<file path="config.mk">
export PLATFORM = sky130hd
export DESIGN_NAME = mpl_edge_cell
export DESIGN_NICKNAME = d
export VERILOG_FILES = /design/src/rtl/mpl_pkg.sv /design/src/rtl/mpl_edge_cell.sv
export SDC_FILE = /design/constraint.sdc
export NUM_CORES = 2
export LEC_CHECK = 0
export BUFFER_PORTS_ARGS = -buffer_cell sky130_fd_sc_hd__buf_2
export CAP_MARGIN = 20
export CORE_MARGIN = 3
export CORE_UTILIZATION = 35
export CTS_CLUSTER_DIAMETER = 120
export DETAILED_ROUTE_END_ITERATION = 8
export HOLD_SLACK_MARGIN = 0.08
export PLACE_DENSITY = 0.49
export SKIP_CTS_REPAIR_TIMING = 1
export SYNTH_ARGS = -nofsm -noshare
export SYNTH_HDL_FRONTEND = slang
export SYNTH_SLANG_ARGS = --single-unit
</file>
<file path="constraint.sdc">
create_clock -name clock -period 7.67 [get_ports clock]
set_input_delay 1.1505 -clock clock [delete_from_list [all_inputs] [get_ports clock]]
set_output_delay 1.1505 -clock clock [all_outputs]
set_load 0.02 [all_outputs]
</file>
<file path="src/rtl/mpl_pkg.sv">
`default_nettype none

package mpl_pkg;

   // Table size used when the top level is not overridden
   localparam int DEFAULT_MAX_TRIANGLES = 256;

   // Field and datapath widths
   localparam int COORD_W  = 16;
   localparam int DIFF_W   = COORD_W + 1;
   localparam int PROD_W   = 2 * DIFF_W;
   localparam int SQ_W     = 2 * COORD_W;
   localparam int DIST_W   = SQ_W + 1;
   localparam int COUNT_W  = 9;
   localparam int INDEX_W  = 8;
   localparam int HOW_W    = 2;
   localparam int SEARCH_CAP = 256;

   // Action codes on req_action
   localparam logic ACTION_LOAD   = 1'b0;
   localparam logic ACTION_LOCATE = 1'b1;

   // Codes on rsp_how_found
   typedef enum logic [HOW_W-1:0] {
      HOW_CONTAINS = 2'd0,
      HOW_NEAREST  = 2'd1,
      HOW_EMPTY    = 2'd2
   } how_found_type;

   // Sign of one edge test, as handed from an edge cell to the decision stage
   typedef struct packed {
      logic neg;
      logic pos;
   } side_flags_type;

endpackage

`default_nettype wire

</file>
<file path="src/rtl/mpl_edge_cell.sv">
`default_nettype none

// One edge test: sign of (p - e) x (s - e), three register stages deep
module mpl_edge_cell (
   input  wire logic                         clock,
   input  wire logic [mpl_pkg::COORD_W-1:0]  px,
   input  wire logic [mpl_pkg::COORD_W-1:0]  py,
   input  wire logic [mpl_pkg::COORD_W-1:0]  sx,
   input  wire logic [mpl_pkg::COORD_W-1:0]  sy,
   input  wire logic [mpl_pkg::COORD_W-1:0]  ex,
   input  wire logic [mpl_pkg::COORD_W-1:0]  ey,
   output mpl_pkg::side_flags_type           flags
);

   logic signed [mpl_pkg::DIFF_W-1:0]   dpx_in, dsy_in, dsx_in, dpy_in;
   logic signed [mpl_pkg::DIFF_W-1:0]   dpx_ff, dsy_ff, dsx_ff, dpy_ff;
   logic signed [mpl_pkg::PROD_W-1:0]   m1_in, m2_in, m1_ff, m2_ff;
   logic signed [mpl_pkg::PROD_W:0]     side_in;
   mpl_pkg::side_flags_type             flags_in, flags_ff;

   // Take coordinate differences against the edge end point
   assign dpx_in = $signed({1'b0, px}) - $signed({1'b0, ex});
   assign dsy_in = $signed({1'b0, sy}) - $signed({1'b0, ey});
   assign dsx_in = $signed({1'b0, sx}) - $signed({1'b0, ex});
   assign dpy_in = $signed({1'b0, py}) - $signed({1'b0, ey});

   // Form both cross terms
   assign m1_in = dpx_ff * dsy_ff;
   assign m2_in = dsx_ff * dpy_ff;

   // Subtract and keep only the sign
   assign side_in = $signed({m1_ff[mpl_pkg::PROD_W-1], m1_ff})
                  - $signed({m2_ff[mpl_pkg::PROD_W-1], m2_ff});
   assign flags_in.neg = side_in[mpl_pkg::PROD_W];
   assign flags_in.pos = !side_in[mpl_pkg::PROD_W] && (side_in != '0);

   always_ff @(posedge clock) begin
      dpx_ff   <= dpx_in;
      dsy_ff   <= dsy_in;
      dsx_ff   <= dsx_in;
      dpy_ff   <= dpy_in;
      m1_ff    <= m1_in;
      m2_ff    <= m2_in;
      flags_ff <= flags_in;
   end

   assign flags = flags_ff;

endmodule

`default_nettype wire

</file>
==> parameters.txt <==
Parameter                              Value

Setup path
  Max Fanout on Critical Path    17
  Critical path required time    8.02 ns
  Setup slack of the worst register-to-register path    0.92 ns
  Classification of the worst setup path    flop to flop
  Number of cells on the worst reg-to-reg path    19
  Reg2reg end    m1_ff[33]$_DFF_P_
  RR Startpoint    dsy_ff[2]$_DFF_P_
  Data arrival at the endpoint of the critical path    7.10 ns
  Worst Setup End Kind    flop
  CP Launch Type    flop

GRT
  Via count of the first global-routing pass    22700
  First-pass GRT wire length    128 mm
  Overall routing resource usage    19.3%
  GR Overflow Total    0
  Maximum number of pins on one net before global-route repair    18
  Number of antenna violations at the first check in global routing    7

Floorplanning
  Number of cell rows    105
  Initial Util    35.5%
  Die Ht    295 um
  Die extent in x    295 um
  Core Footprint    82400 sq um
  Overall die area    87000 sq um
  Io pins    99

Drt
  DRC violations left    0
  First-iteration detailed-routing DRC count    1129
  Post-route ant nets    0
  Wire length per cell    18.2 um
  Vias per Instance    4.85
  Routed wire length    79.0 mm
  Vias    21100
  Number of optimization iterations in the first detailed-route pass    7

Worst hold path
  Hold crit path type    flop to flop
  Source of the worst hold timing path    m1_ff[33]$_DFF_P_
  Hold depth    2
  Terminating pin of the worst hold path    flags[1]$_DFF_P_

Clocking
  TritonCTS Buffers    17
  Source-to-sink clock delay at the later pin of the worst-skew pair    0.48 ns
  Clock-pin transition on the worst setup and hold timing paths    0.07 ns
  TritonCTS clock tree    built
  Sink count of the clock tree    138
  Total number of H-tree levels    4
  CTS Root Buffer Type    clkbuf_16
  Max clock buf depth    2

STA
  Final hold violation count    0
  Setup repair after global routing missed its margin    no
  Setup TNS after final layout    0 ns
  Post-route clock period utilization    88.0%
  Final Slew Violations    0
  Final min period    6.75 ns
  Count of endpoints failing setup in the final report    0
  Setup Skew    0.0235 ns
  Worst Tran Pin Value    1.12 ns
  Max Freq    148 MHz
  Max-slew headroom at the worst pin    24.3%

Run
  Count of maximum capacitance violations    0

Logic synthesis
  Syn avg cell area    9.15 sq um
  Share of the yosys chip area belonging to registers    9.45%
  Post-Synthesis Cell Area    29200 sq um
  Gate count of the mapped netlist    3196
  Async SR Flop Fraction    0%
  Number of library cell types mapped by synthesis    83
  Primary flip-flop cell chosen by synthesis mapping    dfxtp_1
  Post-synth EDFFs    0
  Ys Warns    0
  Count of state elements after synthesis    138
  Syn Nets    4158

Finish
  Register cell area after layout    2760 sq um
  Area occupied by multi-input gates    23500 sq um
  Fillcell total    8394
  Final nets    4227
  Growth of design area from synthesis to finish    8.23%
  Fraction of final layout cells with drive strength greater than 1    5.83%

Placed design
  Post-detailed-placement half-perimeter wirelength    67.3 mm
  Port Buffer Count    98
  Global placer's final weighted congestion    0.851

Outcome
  Outcome    completed
per-layer routing:
layer / up-vias / track usage [%] / routed length [um]
met2: 421 / 32.8 / 38300
met1: 10600 / 25.8 / 35400
met5: - / 0 / 51
met4: 8 / 5.87 / 2290
li1: 9975 / - / -
met3: 90 / 2.22 / 2980
worst max-delay path: stages (launching register included):
cell and delay [ns]:
dfxtp_1 0.82, nand2_1 0.18, fa_1 0.55, fa_1 0.58
fa_1 0.47, fa_1 0.55, inv_1 0.05, fa_1 0.50
inv_1 0.06, fa_1 0.47, inv_1 0.04, ha_1 0.33
nand2_1 0.11, o31ai_1 0.53, a21oi_1 0.32, o211ai_1 0.37
nand4_1 0.23, o211ai_1 0.22, a21oi_1 0.10, xnor2_1 0.12
sequential cells by signal (all words and copies together) (netlist names):
name    flops
dsy_ff     17
m2_ff      34
dpx_ff     17
m1_ff      34
dsx_ff     17
dpy_ff     17
flags       2
logic make-up (layout without fill, tap and decap cells):
family | count (synthesis) | count (layout) | synth area share [%]
adders and majority gates | 865 | 865 | 52.4
other | 0 | 3 | 0
xor gates and xnor gates | 118 | 118 | 3.54
buffers and inverters | 781 | 862 | 10.0
DFF | 138 | 138 | 9.45
AOI/OAI and AO/OA | 361 | 361 | 8.57
and+or+nand+nor | 931 | 931 | 16.0
muxes | 2 | 2 | 0.0728
through the flow:
stage,std cells,cell area [sq um],worst slack [ns],util [%],hold slack (ns)
final,4350,31600,0.918,38.4,0.676
after global routing,4347,31600,0.559,38.4,0.734
after CTS,4347,31600,0.949,38.4,0.692
after detailed placement,4316,31000,0.988,37.6,0.696
after global placement,4316,31000,1.01,37.6,0.693
after floorplan,3196,29200,1.40,-,0.503
cell type report:
class / instances / area share (%)
clock inverters: 10 / 0.522
inverters: 702 / 8.33
repair buffers: 129 / 2.29
flip-flops and latches: 138 / 8.73
well taps: 1070 / 4.23
diodes: 3 / 0.0237
multi-input cells: 2277 / 74.4
clock buffers: 21 / 1.49
cells in the final DEF (no fill, tap or decap), types with 13 or more instances in the layout:
cell type / instances
inv_1: 702
fa_1: 597
nand2_1: 322
and2_1: 306
ha_1: 268
dfxtp_1: 138
nor2_1: 125
buf_2: 98
xnor2_1: 94
a21oi_1: 75
o21ai_0: 67
a21o_1: 44
nor3_1: 40
buf_4: 31
nand2b_1: 26
xor2_1: 24
nor2b_1: 24
nand3_1: 22
a31oi_1: 17
clkbuf_16: 17
and3_1: 15
o21a_1: 14
o211ai_1: 13
a21boi_0: 13
worst max path at each step:
| stage | start | to | slack (ns) | depth (start not counted) |
|---|---|---|---|---|
| finish | dsy_ff[2]$_DFF_P_ | m1_ff[33]$_DFF_P_ | 0.92 | 19 |
| detailed placement | dpx_ff[0]$_DFF_P_ | m1_ff[30]$_DFF_P_ | 0.99 | 20 |
| floorplan | dsy_ff[8]$_DFF_P_ | m1_ff[30]$_DFF_P_ | 1.40 | 25 |
| global route | dsy_ff[2]$_DFF_P_ | m1_ff[33]$_DFF_P_ | 0.56 | 19 |
| global placement | dpx_ff[0]$_DFF_P_ | m1_ff[30]$_DFF_P_ | 1.01 | 20 |
| CTS | dpx_ff[0]$_DFF_P_ | m1_ff[30]$_DFF_P_ | 0.95 | 20 |
synthesized netlist by cell type, types with 4 or more instances:
| cell | number | share of area [%] |
|---|---|---|
| inv_1 | 702 | 9.0 |
| fa_1 | 597 | 41 |
| nand2_1 | 322 | 4.1 |
| and2_1 | 306 | 6.5 |
| ha_1 | 268 | 11 |
| dfxtp_1 | 138 | 9.5 |
| nor2_1 | 125 | 1.6 |
| xnor2_1 | 94 | 2.8 |
| clkbuf_1 | 76 | 0.98 |
| a21oi_1 | 75 | 1.3 |
| o21ai_0 | 67 | 1.1 |
| a21o_1 | 44 | 1.1 |
| nor3_1 | 40 | 0.68 |
| nand2b_1 | 26 | 0.56 |
| nor2b_1 | 24 | 0.51 |
| xor2_1 | 24 | 0.72 |
| nand3_1 | 22 | 0.38 |
| a31oi_1 | 17 | 0.36 |
| and3_1 | 15 | 0.32 |
| o21a_1 | 14 | 0.36 |
| a21boi_0 | 13 | 0.33 |
| o211ai_1 | 13 | 0.33 |
| a211oi_1 | 12 | 0.31 |
| o21bai_1 | 12 | 0.31 |
| nor4_1 | 10 | 0.21 |
| a221oi_1 | 9 | 0.27 |
| o31ai_1 | 9 | 0.23 |
| or3_1 | 9 | 0.19 |
| nand4_1 | 8 | 0.17 |
| o2111ai_1 | 7 | 0.21 |
| a21oi_2 | 6 | 0.18 |
| o31a_1 | 5 | 0.15 |
| or2_2 | 5 | 0.11 |
| a211o_1 | 4 | 0.12 |
| o211a_1 | 4 | 0.14 |
Power is left out: the tool's default activity adds up to more than one toggle a clock period on the data nets, which glitch-free logic cannot reach.
