**config.mk**
```make
export PLATFORM = sky130hd
export DESIGN_NAME = mpl_dist_cell
export DESIGN_NICKNAME = d
export VERILOG_FILES = /design/src/rtl/mpl_pkg.sv /design/src/rtl/mpl_dist_cell.sv
export SDC_FILE = /design/constraint.sdc
export NUM_CORES = 1
export LEC_CHECK = 0
export ABC_AREA = 0
export BUFFER_PORTS_ARGS = -buffer_cell sky130_fd_sc_hd__clkbuf_2
export CAP_MARGIN = 20
export CORE_MARGIN = 2
export CORE_UTILIZATION = 55
export CTS_BUF_LIST = sky130_fd_sc_hd__clkbuf_16
export DETAILED_ROUTE_END_ITERATION = 8
export PLACE_DENSITY_LB_ADDON = 0.15
export SLEW_MARGIN = 5
export SYNTH_ARGS = -nofsm -noshare
export SYNTH_HDL_FRONTEND = slang
export SYNTH_SLANG_ARGS = --single-unit
export TNS_END_PERCENT = 20
```
**constraint.sdc**
```tcl
create_clock -name clock -period 17.25 [get_ports clock]
set_clock_uncertainty 0.1 [all_clocks]
set_input_delay 0 -clock clock [delete_from_list [all_inputs] [get_ports clock]]
set_output_delay 0 -clock clock [all_outputs]
set_load 0.05 [all_outputs]
```
**src/rtl/mpl_pkg.sv**
```systemverilog
`default_nettype none

package mpl_pkg;

   // Table size used when the top level is not overridden
   localparam int DEFAULT_MAX_TRIANGLES = 256;

   // Field and datapath widths
   localparam int COORD_W  = 16;
   localparam int DIFF_W   = COORD_W + 1;
   localparam int PROD_W   = 2 * DIFF_W;
   localparam int SQ_W     = 2 * COORD_W;
   localparam int DIST_W   = SQ_W + 1;
   localparam int COUNT_W  = 9;
   localparam int INDEX_W  = 8;
   localparam int HOW_W    = 2;
   localparam int SEARCH_CAP = 256;

   // Action codes on req_action
   localparam logic ACTION_LOAD   = 1'b0;
   localparam logic ACTION_LOCATE = 1'b1;

   // Codes on rsp_how_found
   typedef enum logic [HOW_W-1:0] {
      HOW_CONTAINS = 2'd0,
      HOW_NEAREST  = 2'd1,
      HOW_EMPTY    = 2'd2
   } how_found_type;

   // Sign of one edge test, as handed from an edge cell to the decision stage
   typedef struct packed {
      logic neg;
      logic pos;
   } side_flags_type;

endpackage

`default_nettype wire

```
**src/rtl/mpl_dist_cell.sv**
```systemverilog
`default_nettype none

// Squared distance from the query point to a center, three register stages deep
module mpl_dist_cell (
   input  wire logic                         clock,
   input  wire logic [mpl_pkg::COORD_W-1:0]  px,
   input  wire logic [mpl_pkg::COORD_W-1:0]  py,
   input  wire logic [mpl_pkg::COORD_W-1:0]  cx,
   input  wire logic [mpl_pkg::COORD_W-1:0]  cy,
   output logic      [mpl_pkg::DIST_W-1:0]   sq_dist
);

   logic signed [mpl_pkg::DIFF_W-1:0]  dx_in, dy_in, dx_ff, dy_ff;
   logic signed [mpl_pkg::PROD_W-1:0]  sqx_prod, sqy_prod;
   logic        [mpl_pkg::SQ_W-1:0]    sqx_ff, sqy_ff;
   logic        [mpl_pkg::DIST_W-1:0]  dist_in, dist_ff;

   // Take differences to the center
   assign dx_in = $signed({1'b0, px}) - $signed({1'b0, cx});
   assign dy_in = $signed({1'b0, py}) - $signed({1'b0, cy});

   // Square each; the result is nonnegative and fits the low bits
   assign sqx_prod = dx_ff * dx_ff;
   assign sqy_prod = dy_ff * dy_ff;

   // Add the two squares
   assign dist_in = {1'b0, sqx_ff} + {1'b0, sqy_ff};

   always_ff @(posedge clock) begin
      dx_ff   <= dx_in;
      dy_ff   <= dy_in;
      sqx_ff  <= sqx_prod[mpl_pkg::SQ_W-1:0];
      sqy_ff  <= sqy_prod[mpl_pkg::SQ_W-1:0];
      dist_ff <= dist_in;
   end

   assign sq_dist = dist_ff;

endmodule

`default_nettype wire

```
==> out/results.tsv, run 1 <==
stage	metric	value	unit
timing	max_freq	0.149	GHz
clock_network	cts_tree	yes	
floorplanning	dieArea	45400	sq um
clock_network	cts_inserted_buffers	17	
grt	grt_max_degree	32	
floorplanning	io_pins	98	
timing	finalHoldViolations	0	
timing	rsz0062_at_grt	false	
worst_setup_path	worstSetupEndpointType	flip-flop	
logic_synthesis	ys_seq_elements	129	
floorplanning	core	43100	sq um
timing	setup_viol	0	
routing	final_antenna_net_count	0	
place	gp_congestion	0.884	
grt	antenna_found_initial	1	
routing	num_vias	16700	
worst_setup_path	crit_type	reg2reg	
clock_network	cts_num_sinks	129	
floorplanning	chipHeight	213	microns
floorplanning	rows	76	
finish	utilization	61.8	%
flow_run	cap_violations	0	
timing	finalMaxSlewViolations	0	
place	post-dp-hpwl	40500	microns
logic_synthesis	syn_area_per_cell	9.46	sq um
clock_network	cts_max_level	4	
timing	period_share	38.9	%
floorplanning	start_util	55.8	%
worst_setup_path	startpoint_type	flip-flop	
logic_synthesis	synth.distinct_cells	66	
routing	wire_per_inst	14.8	microns
clock_network	postCtsSetupBuffers	0	
clock_network	clock_latency	0.47	ns
logic_synthesis	yosys.area.top_type	fa_1	
routing	wl	48800	microns
logic_synthesis	synth_fp_nets	3348	
finish	drive_above_1_share	5.89	%
timing	setup_tns	0	ns
finish	areaGrowthSynthToFinish	10.7	%
logic_synthesis	synth.area.top_cells	fa_1 43%, ha_1 12%, inv_1 11%	
logic_synthesis	synth_edf_count	0	
hold_path	hold_class	in2reg	
place	port_buffers	97	
finish	antenna_cells	0	
floorplanning	die_w	213	microns
finish	final_common_cell	inv_1	
grt	grt_pass1_wl	84600	microns
worst_setup_path	cp.required	17.50	ns
grt	first_global_vias	18300	
worst_setup_path	crit_arrival	6.95	ns
logic_synthesis	async_reset_ff_share	0	%
grt	grt_usage	23.8	%
finish	nNetsFinal	3509	
worst_setup_path	path_max_fanout	13	
routing	drtPass1Iterations	5	
grt	grt.overflow.total	0	
routing	drc_errors	0	
routing	vias_per_cell	5.06	
clock_network	clk_pin_slew	0.06	ns
status	status	finished clean	
worst_setup_path	r2r_setup_slack	10.54	ns
logic_synthesis	synth.top_cell.area_share	42.8	%
timing	period_needed	6.71	ns
clock_network	root_buffer	clkbuf_16	
timing	maxSlewHeadroom	30.2	%
finish	fillerInstances	3695	
routing	drt_iter0_markers	775	
logic_synthesis	synthesis.area	24000	sq um
finish	final_cell_mix	726 x inv_1, 514 x fa_1, 228 x ha_1	
logic_synthesis	syn_inst	2541	
timing	worstMarginPinSlew	1.05	ns
clock_network	clock_path_buffers	2	
logic_synthesis	ys_seq_area_share	10.7	%
logic_synthesis	synth-main-ff-cell	dfxtp_1	
logic_synthesis	ys_warn_count	0	
[per-layer routing]
layer	up-vias	track usage (%)	wire (microns)
met5	-	0	0
met4	0	6.44	987
met3	60	3.96	1940
met2	259	42.0	25600
met1	8511	30.4	20300
li1	7862	-	-
[flip-flops by register name, summed over array words and instances (netlist names)]
register,count
dx_ff,17
sqx_ff,31
sqy_ff,31
sq_dist,33
dy_ff,17
[final timing paths]
| path | startpoint | end | depth (start not counted) |
|---|---|---|---|
| worst max register to register | dy_ff[14] | sqy_ff[28] | 21 |
| worst min register to register | sqx_ff[0] | sq_dist[0] | 1 |
| worst max-delay path | dy_ff[14] | sqy_ff[28] | 21 |
| worst min-delay path | cx[3] | dx_ff[4] | 6 |
[per-stage QoR]
stage | setup slack (ns) | std cells | cell area, sq um | hold slack (ns)
after floorplan | 11.03 | 2541 | 24000 | 0.0704
after global placement | 10.66 | 3174 | 25100 | 0.174
after detailed placement | 10.52 | 3174 | 25100 | 0.190
after CTS | 10.51 | 3300 | 26600 | 0.0266
after global routing | 10.13 | 3300 | 26600 | 0.133
final | 10.54 | 3300 | 26600 | 0.0866
[synth_stat cells, types with 9 or more instances]
cell type / number
nand3_1: 17
xor2_1: 34
ha_1: 228
nor2_1: 93
nand2_1: 194
nor3_1: 21
a21oi_1: 65
a21o_1: 28
nand2b_1: 15
xnor2_1: 98
a211oi_1: 11
and2_1: 109
dfxtp_1: 129
nor2b_1: 40
o21ai_0: 34
inv_1: 725
fa_1: 514
o21a_1: 27
clkbuf_1: 50
o21bai_1: 9
[kinds of logic (layout without fill, tap and decap cells)]
family | Yosys count | count (layout) | synth area share, %
adder cells (fa/ha/maj) | 742 | 742 | 54.7
AND/OR/NAND/NOR | 517 | 517 | 10.3
XOR/XNOR | 132 | 132 | 4.81
buffers and inverters | 776 | 950 | 12.1
AO/OA/AOI/OAI | 242 | 242 | 7.21
flip-flops | 129 | 129 | 10.7
multiplexers | 3 | 3 | 0.135
[repair_timing]
| action | CTS | global route |
|---|---|---|
| resized for setup | 0 | 0 |
| hold buffers | 94 | 0 |
| endpoints found under the hold margin | 34 | 0 |
[critical path, stage by stage, from the launching register on]
cell      delay [ns]
dfxtp_1         0.69
inv_1           0.33
nor2_1          0.24
ha_1            0.28
xor2_1          0.19
fa_1            0.51
fa_1            0.54
inv_1           0.06
fa_1            0.48
fa_1            0.49
inv_1           0.05
fa_1            0.47
inv_1           0.04
ha_1            0.36
nand4_1         0.16
or2_1           0.26
o211a_1         0.27
nor3_2          0.33
o31ai_4         0.12
a211oi_2        0.31
mux2i_1         0.22
nand2_1         0.07
[area by class of cell]
cell class              count  area, sq um  share of cell area [%]
flip-flops and latches    129         2580                    9.71
inverters                 726         2730                    10.2
multi-input cells        1636        18500                    69.7
repair buffers            192         1430                    5.39
well taps                 585          732                    2.75
clock buffers              17          425                    1.60
clock inverters            15          160                   0.602
Power of run 1 is left out: the tool's default activity adds up to more than one toggle a clock period on the data nets, which glitch-free logic cannot reach.
==> inputs of run 2 (changes only) <==
clock period = 5.67 ns   (was 17.25 ns; I/O delays follow)
==> out/results.tsv, run 2 (synthesis gave the netlist of run 1 again) <==
stage	metric	value	unit	change
status	status	complete, but fails checks		
status	violations	setup timing		
grt	grt_usage	25.2	%	+1.4 points
floorplanning	dieArea	45400	sq um	unchanged
timing	period_needed	5.99	ns	-0.711 ns
finish	fin_area	29500	sq um	+11%
finish	fillerInstances	3425		-7.3%
routing	vias_per_cell	4.96		-1.9%
hold_path	min_path_cells	5		-1
floorplanning	die_w	213	microns	unchanged
place	place_ws	-0.418	ns	-10.94 ns
hold_path	hold_class	in2reg		
timing	fin_hold_ws	0.0305	ns	-0.0561 ns
timing	rsz0062_at_grt	true		
finish	final_cell_mix	706 x inv_1, 497 x fa_1, 263 x buf_4		
clock_network	cts_inserted_buffers	17		unchanged
routing	drt_iter0_markers	826		+6.6%
grt	grt_pass1_wl	90400	microns	+6.9%
routing	wire_per_inst	14.7	microns	-0.34%
clock_network	clock_path_buffers	2		unchanged
clock_network	clock_latency	0.45	ns	-0.02 ns
timing	period_share	106	%	+67 points
worst_setup_path	r2r_setup_slack	-0.32	ns	-10.87 ns
floorplanning	io_pins	98		unchanged
routing	final_antenna_net_count	0		unchanged
grt	grt_max_degree	22		-31%
timing	maxSlewHeadroom	51.8	%	+22 points
place	gp_congestion	0.906		+2.5%
flow_run	cap_violations	0		unchanged
routing	wl	52700	microns	+8.0%
routing	num_vias	17700		+6.3%
finish	final_common_cell	inv_1		
finish	antenna_cells	0		unchanged
routing	drc_errors	0		unchanged
clock_network	cts_tree	yes		
clock_network	root_buffer	clkbuf_16		
clock_network	cts_num_sinks	129		unchanged
timing	worstMarginPinSlew	0.720	ns	-0.325 ns
grt	antenna_found_initial	0		-1
worst_setup_path	path_max_fanout	5		-8
worst_setup_path	crit_arrival	6.27	ns	-0.68 ns
place	placed_area	27200	sq um	+8.3%
place	port_buffers	97		unchanged
routing	drtPass1Iterations	5		unchanged
worst_setup_path	startpoint_type	flip-flop		
clock_network	cts_max_level	4		unchanged
floorplanning	core	43100	sq um	unchanged
grt	first_global_vias	19700		+7.5%
timing	setup_viol	13		+13
finish	nNetsFinal	3784		+7.8%
timing	max_freq	0.167	GHz	+12%
worst_setup_path	cp.required	5.95	ns	-11.55 ns
worst_setup_path	reg2regPathDepth	24		+14%
floorplanning	chipHeight	213	microns	unchanged
finish	drive_above_1_share	19.5	%	+14 points
floorplanning	start_util	55.8	%	unchanged
finish	areaGrowthSynthToFinish	22.6	%	
timing	finalMaxSlewViolations	0		unchanged
place	post-dp-hpwl	43600	microns	+7.8%
floorplanning	rows	76		unchanged
clock_network	clk_pin_slew	0.06	ns	about the same
timing	finalHoldViolations	0		unchanged
finish	utilization	68.4	%	+6.6 points
worst_setup_path	worstSetupEndpointType	flip-flop		
finish	largest_reg_flops	33		unchanged
timing	layout_setup_ws	-0.324	ns	-10.87 ns
grt	grt.overflow.total	0		unchanged
worst_setup_path	crit_type	reg2reg		
-- run 2: worst paths after layout --
kind / startpoint / end
worst max-delay path: dy_ff[7] / sqy_ff[25]
worst min-delay path: cy[11] / dy_ff[11]
worst max register to register: dy_ff[7] / sqy_ff[25]
worst min register to register: sqy_ff[2] / sq_dist[2]
-- run 2: timing repair --
| action | CTS | global route |
|---|---|---|
| resized for setup | 120 | 57 |
| setup buffers | 19 | 11 |
| pin swaps | 87 | 55 |
| endpoints found under the hold margin | 34 | 0 |
| hold buffers | 89 | 0 |
| cloned | 0 | 0 |
| setup endpoints to repair | 24 | 26 |
-- run 2: layout make-up --
cell class | count | area [sq um] | share of cell area, %
Multi-Input combinational cell | 1636 | 19200 | 65.1
Timing Repair Buffer | 467 | 3590 | 12.2
Inverter | 726 | 2730 | 9.27
Sequential cell | 129 | 2680 | 9.09
Tap cell | 585 | 732 | 2.48
Clock buffer | 17 | 425 | 1.44
Clock inverter | 15 | 133 | 0.450
-- run 2: worst max-delay path, cell delays in order (launching register included) --
cell      delay, ns
dfxtp_4        0.38
buf_6          0.13
buf_6          0.12
fa_2           0.52
inv_2          0.04
fa_2           0.53
fa_1           0.42
inv_2          0.08
fa_2           0.44
fa_1           0.53
inv_2          0.04
fa_1           0.51
inv_2          0.05
ha_4           0.23
nand4_1        0.13
buf_4          0.14
a21oi_4        0.03
a311oi_4       0.29
buf_4          0.18
o221ai_4       0.15
a41o_1         0.22
o31a_1         0.26
o21a_1         0.18
nor2_2         0.09
xnor2_1        0.11
-- run 2: per-stage QoR --
stage          setup TNS, ns  std cells
5_1_grt                -5.58       3575
2_1_floorplan         -0.452       2541
3_3_place_gp           -3.29       3426
6_report               -1.84       3575
4_1_cts                -2.07       3565
3_5_place_dp           -5.15       3426
-- run 2: metal layers --
metal / global-route usage, % / part of all wire (%) / up-vias
li1: - / - / 8418
met1: 32.2 / 42 / 8969
met2: 45.1 / 53 / 272
met3: 3.03 / 3.2 / 85
met4: 7.11 / 2.4 / 0
met5: 0 / 0 / -
Power of run 2 is left out for the same reason.
==> inputs of run 3 (changes only) <==
BUFFER_PORTS_ARGS = -buffer_cell sky130_fd_sc_hd__buf_4   (was -buffer_cell sky130_fd_sc_hd__clkbuf_2)
GPL_ROUTABILITY_DRIVEN = 1   (was default)
==> out/results.tsv, run 3 (synthesis gave the netlist of run 1 again) <==
stage	metric	value	unit	change
place	gp_congestion	0.894		-1.3%
place	port_buffers	97		unchanged
timing	period_share	104	%	-1.5 points
finish	final_cells	3575		unchanged
routing	final_antenna_net_count	0		unchanged
timing	setup_viol	12		-1
worst_setup_path	crit_start	dy_ff[9]		
grt	first_global_vias	19600		-0.44%
routing	wl	52400	microns	-0.46%
routing	num_vias	17700		unchanged
floorplanning	io_pins	98		unchanged
timing	layout_setup_ws	-0.240	ns	+0.0839 ns
finish	nNetsFinal	3784		unchanged
worst_setup_path	crit_arrival	6.19	ns	-0.08 ns
floorplanning	dieArea	45400	sq um	unchanged
grt	grt_usage	25.2	%	-0.041 points
worst_setup_path	path_max_fanout	4		-1
place	placedCellCount	3427		+0.029%
routing	wire_per_inst	14.7	microns	-0.46%
timing	rsz0062_at_grt	true		
hold_path	hold_start	cx[2]		
grt	grt_max_degree	22		unchanged
routing	drc_errors	0		unchanged
timing	max_freq	0.169	GHz	+1.4%
timing	maxSlewHeadroom	55.5	%	+3.7 points
worst_setup_path	crit_type	reg2reg		
clock_network	clk_pin_slew	0.07	ns	about the same
floorplanning	die_w	213	microns	unchanged
floorplanning	rows	76		unchanged
finish	largest_reg_flops	33		unchanged
flow_run	cap_violations	0		unchanged
clock_network	clock_path_buffers	2		unchanged
routing	drt_iter0_markers	761		-7.9%
routing	vias_per_cell	4.96		unchanged
timing	finalMaxSlewViolations	0		unchanged
worst_setup_path	startpoint_type	flip-flop		
timing	finalHoldViolations	0		unchanged
worst_setup_path	worstSetupEndpointType	flip-flop		
clock_network	cts_inserted_buffers	17		unchanged
grt	grt_pass1_wl	90300	microns	-0.17%
place	post-dp-hpwl	43600	microns	about the same
clock_network	cts_tree	yes		
clock_network	cts_num_sinks	129		unchanged
worst_setup_path	regToRegStartpoint	dy_ff[9]		
clock_network	root_buffer	clkbuf_16		
finish	final_cell_mix	702 x inv_1, 493 x fa_1, 359 x buf_4		
floorplanning	chipHeight	213	microns	unchanged
status	violations	setup timing		
finish	drive_above_1_share	20.4	%	+0.97 points
timing	worstMarginPinSlew	0.665	ns	-0.0554 ns
finish	antenna_cells	0		unchanged
routing	drtPass1Iterations	7		+2
place	place_ws	-0.404	ns	+0.0136 ns
grt	grt.overflow.total	0		unchanged
grt	antenna_found_initial	0		unchanged
status	status	complete, but fails checks		
hold_path	hold_class	in2reg		
timing	period_needed	5.91	ns	-0.0839 ns
finish	final_common_cell	inv_1		
floorplanning	core	43100	sq um	unchanged
floorplanning	start_util	55.8	%	unchanged
finish	areaGrowthSynthToFinish	23.9	%	
clock_network	cts_max_level	4		unchanged
worst_setup_path	cp.required	5.95	ns	about the same
clock_network	clock_latency	0.45	ns	about the same
[run 3: cell types whose count changed in the layout (fill, tap and decap cells not counted), moves of 5 or more]
cell           change
buf_6              +6
inv_2              +5
buf_4             +96
dlygate4sd3_1      -6
a21oi_2            +5
clkbuf_2          -97
[run 3: path summary, 6_finish.rpt]
check / slack (ns) / cells past startpoint / endpoint
setup / recovery: -0.24 / 23 / sqy_ff[25]
hold reg to reg: 0.34 / 1 / sq_dist[2]
setup reg to reg: -0.24 / 23 / sqy_ff[25]
hold / removal: 0.02 / 5 / dx_ff[3]
[run 3: what timing repair did]
action / CTS / global route
pin swaps: 58 / 78
hold endpoints to repair: 34 / 0
buffers inserted: 14 / 19
endpoints found under the setup margin: 23 / 26
resized for setup: 95 / 106
hold buffers: 83 / 0
[run 3: per-stage QoR]
step                      hold slack, ns  util, %  setup TNS, ns  area [sq um]
after floorplan                   0.0704        -         -0.452         24400
after global placement             0.162     63.7          -3.38         27400
after detailed placement           0.165     63.7          -4.86         27400
after CTS                        0.00285     68.0          -1.39         29300
after global routing              0.0270     69.2          -5.14         29800
final                             0.0242     69.2          -1.33         29800
[run 3: worst max-delay path, cell delays in order, from the launching register on]
cell and delay (ns):
dfxtp_4 0.38, buf_4 0.15, nand2_4 0.07, inv_2 0.04, fa_1 0.52, inv_1 0.05
fa_1 0.45, fa_1 0.51, inv_2 0.04, fa_1 0.47, fa_1 0.49, inv_1 0.05
fa_1 0.49, inv_2 0.05, ha_4 0.14, or3_4 0.40, a311oi_4 0.26, buf_4 0.18
o221ai_4 0.14, a41o_1 0.23, o31a_1 0.25, o21a_1 0.18, nor2_2 0.09, xnor2_1 0.12
[run 3: cell type report]
class	instances	area (sq um)
flip-flops and latches	129	2670
fillers	3309	13300
well taps	585	732
inverters	726	2730
repair buffers	467	3850
clock buffers	17	425
clock inverters	15	144
multi-input cells	1636	19200
[run 3: per-layer routing]
| metal | share of wire (%) | track usage, % | routed length [microns] | up-vias |
|---|---|---|---|---|
| li1 | - | - | - | 8438 |
| met1 | 42 | 32.7 | 22200 | 8975 |
| met2 | 53 | 44.6 | 27500 | 262 |
| met3 | 3.2 | 3.13 | 1680 | 69 |
| met4 | 1.9 | 6.51 | 986 | 0 |
| met5 | 0 | 0 | 0 | - |
Power of run 3 is left out for the same reason.
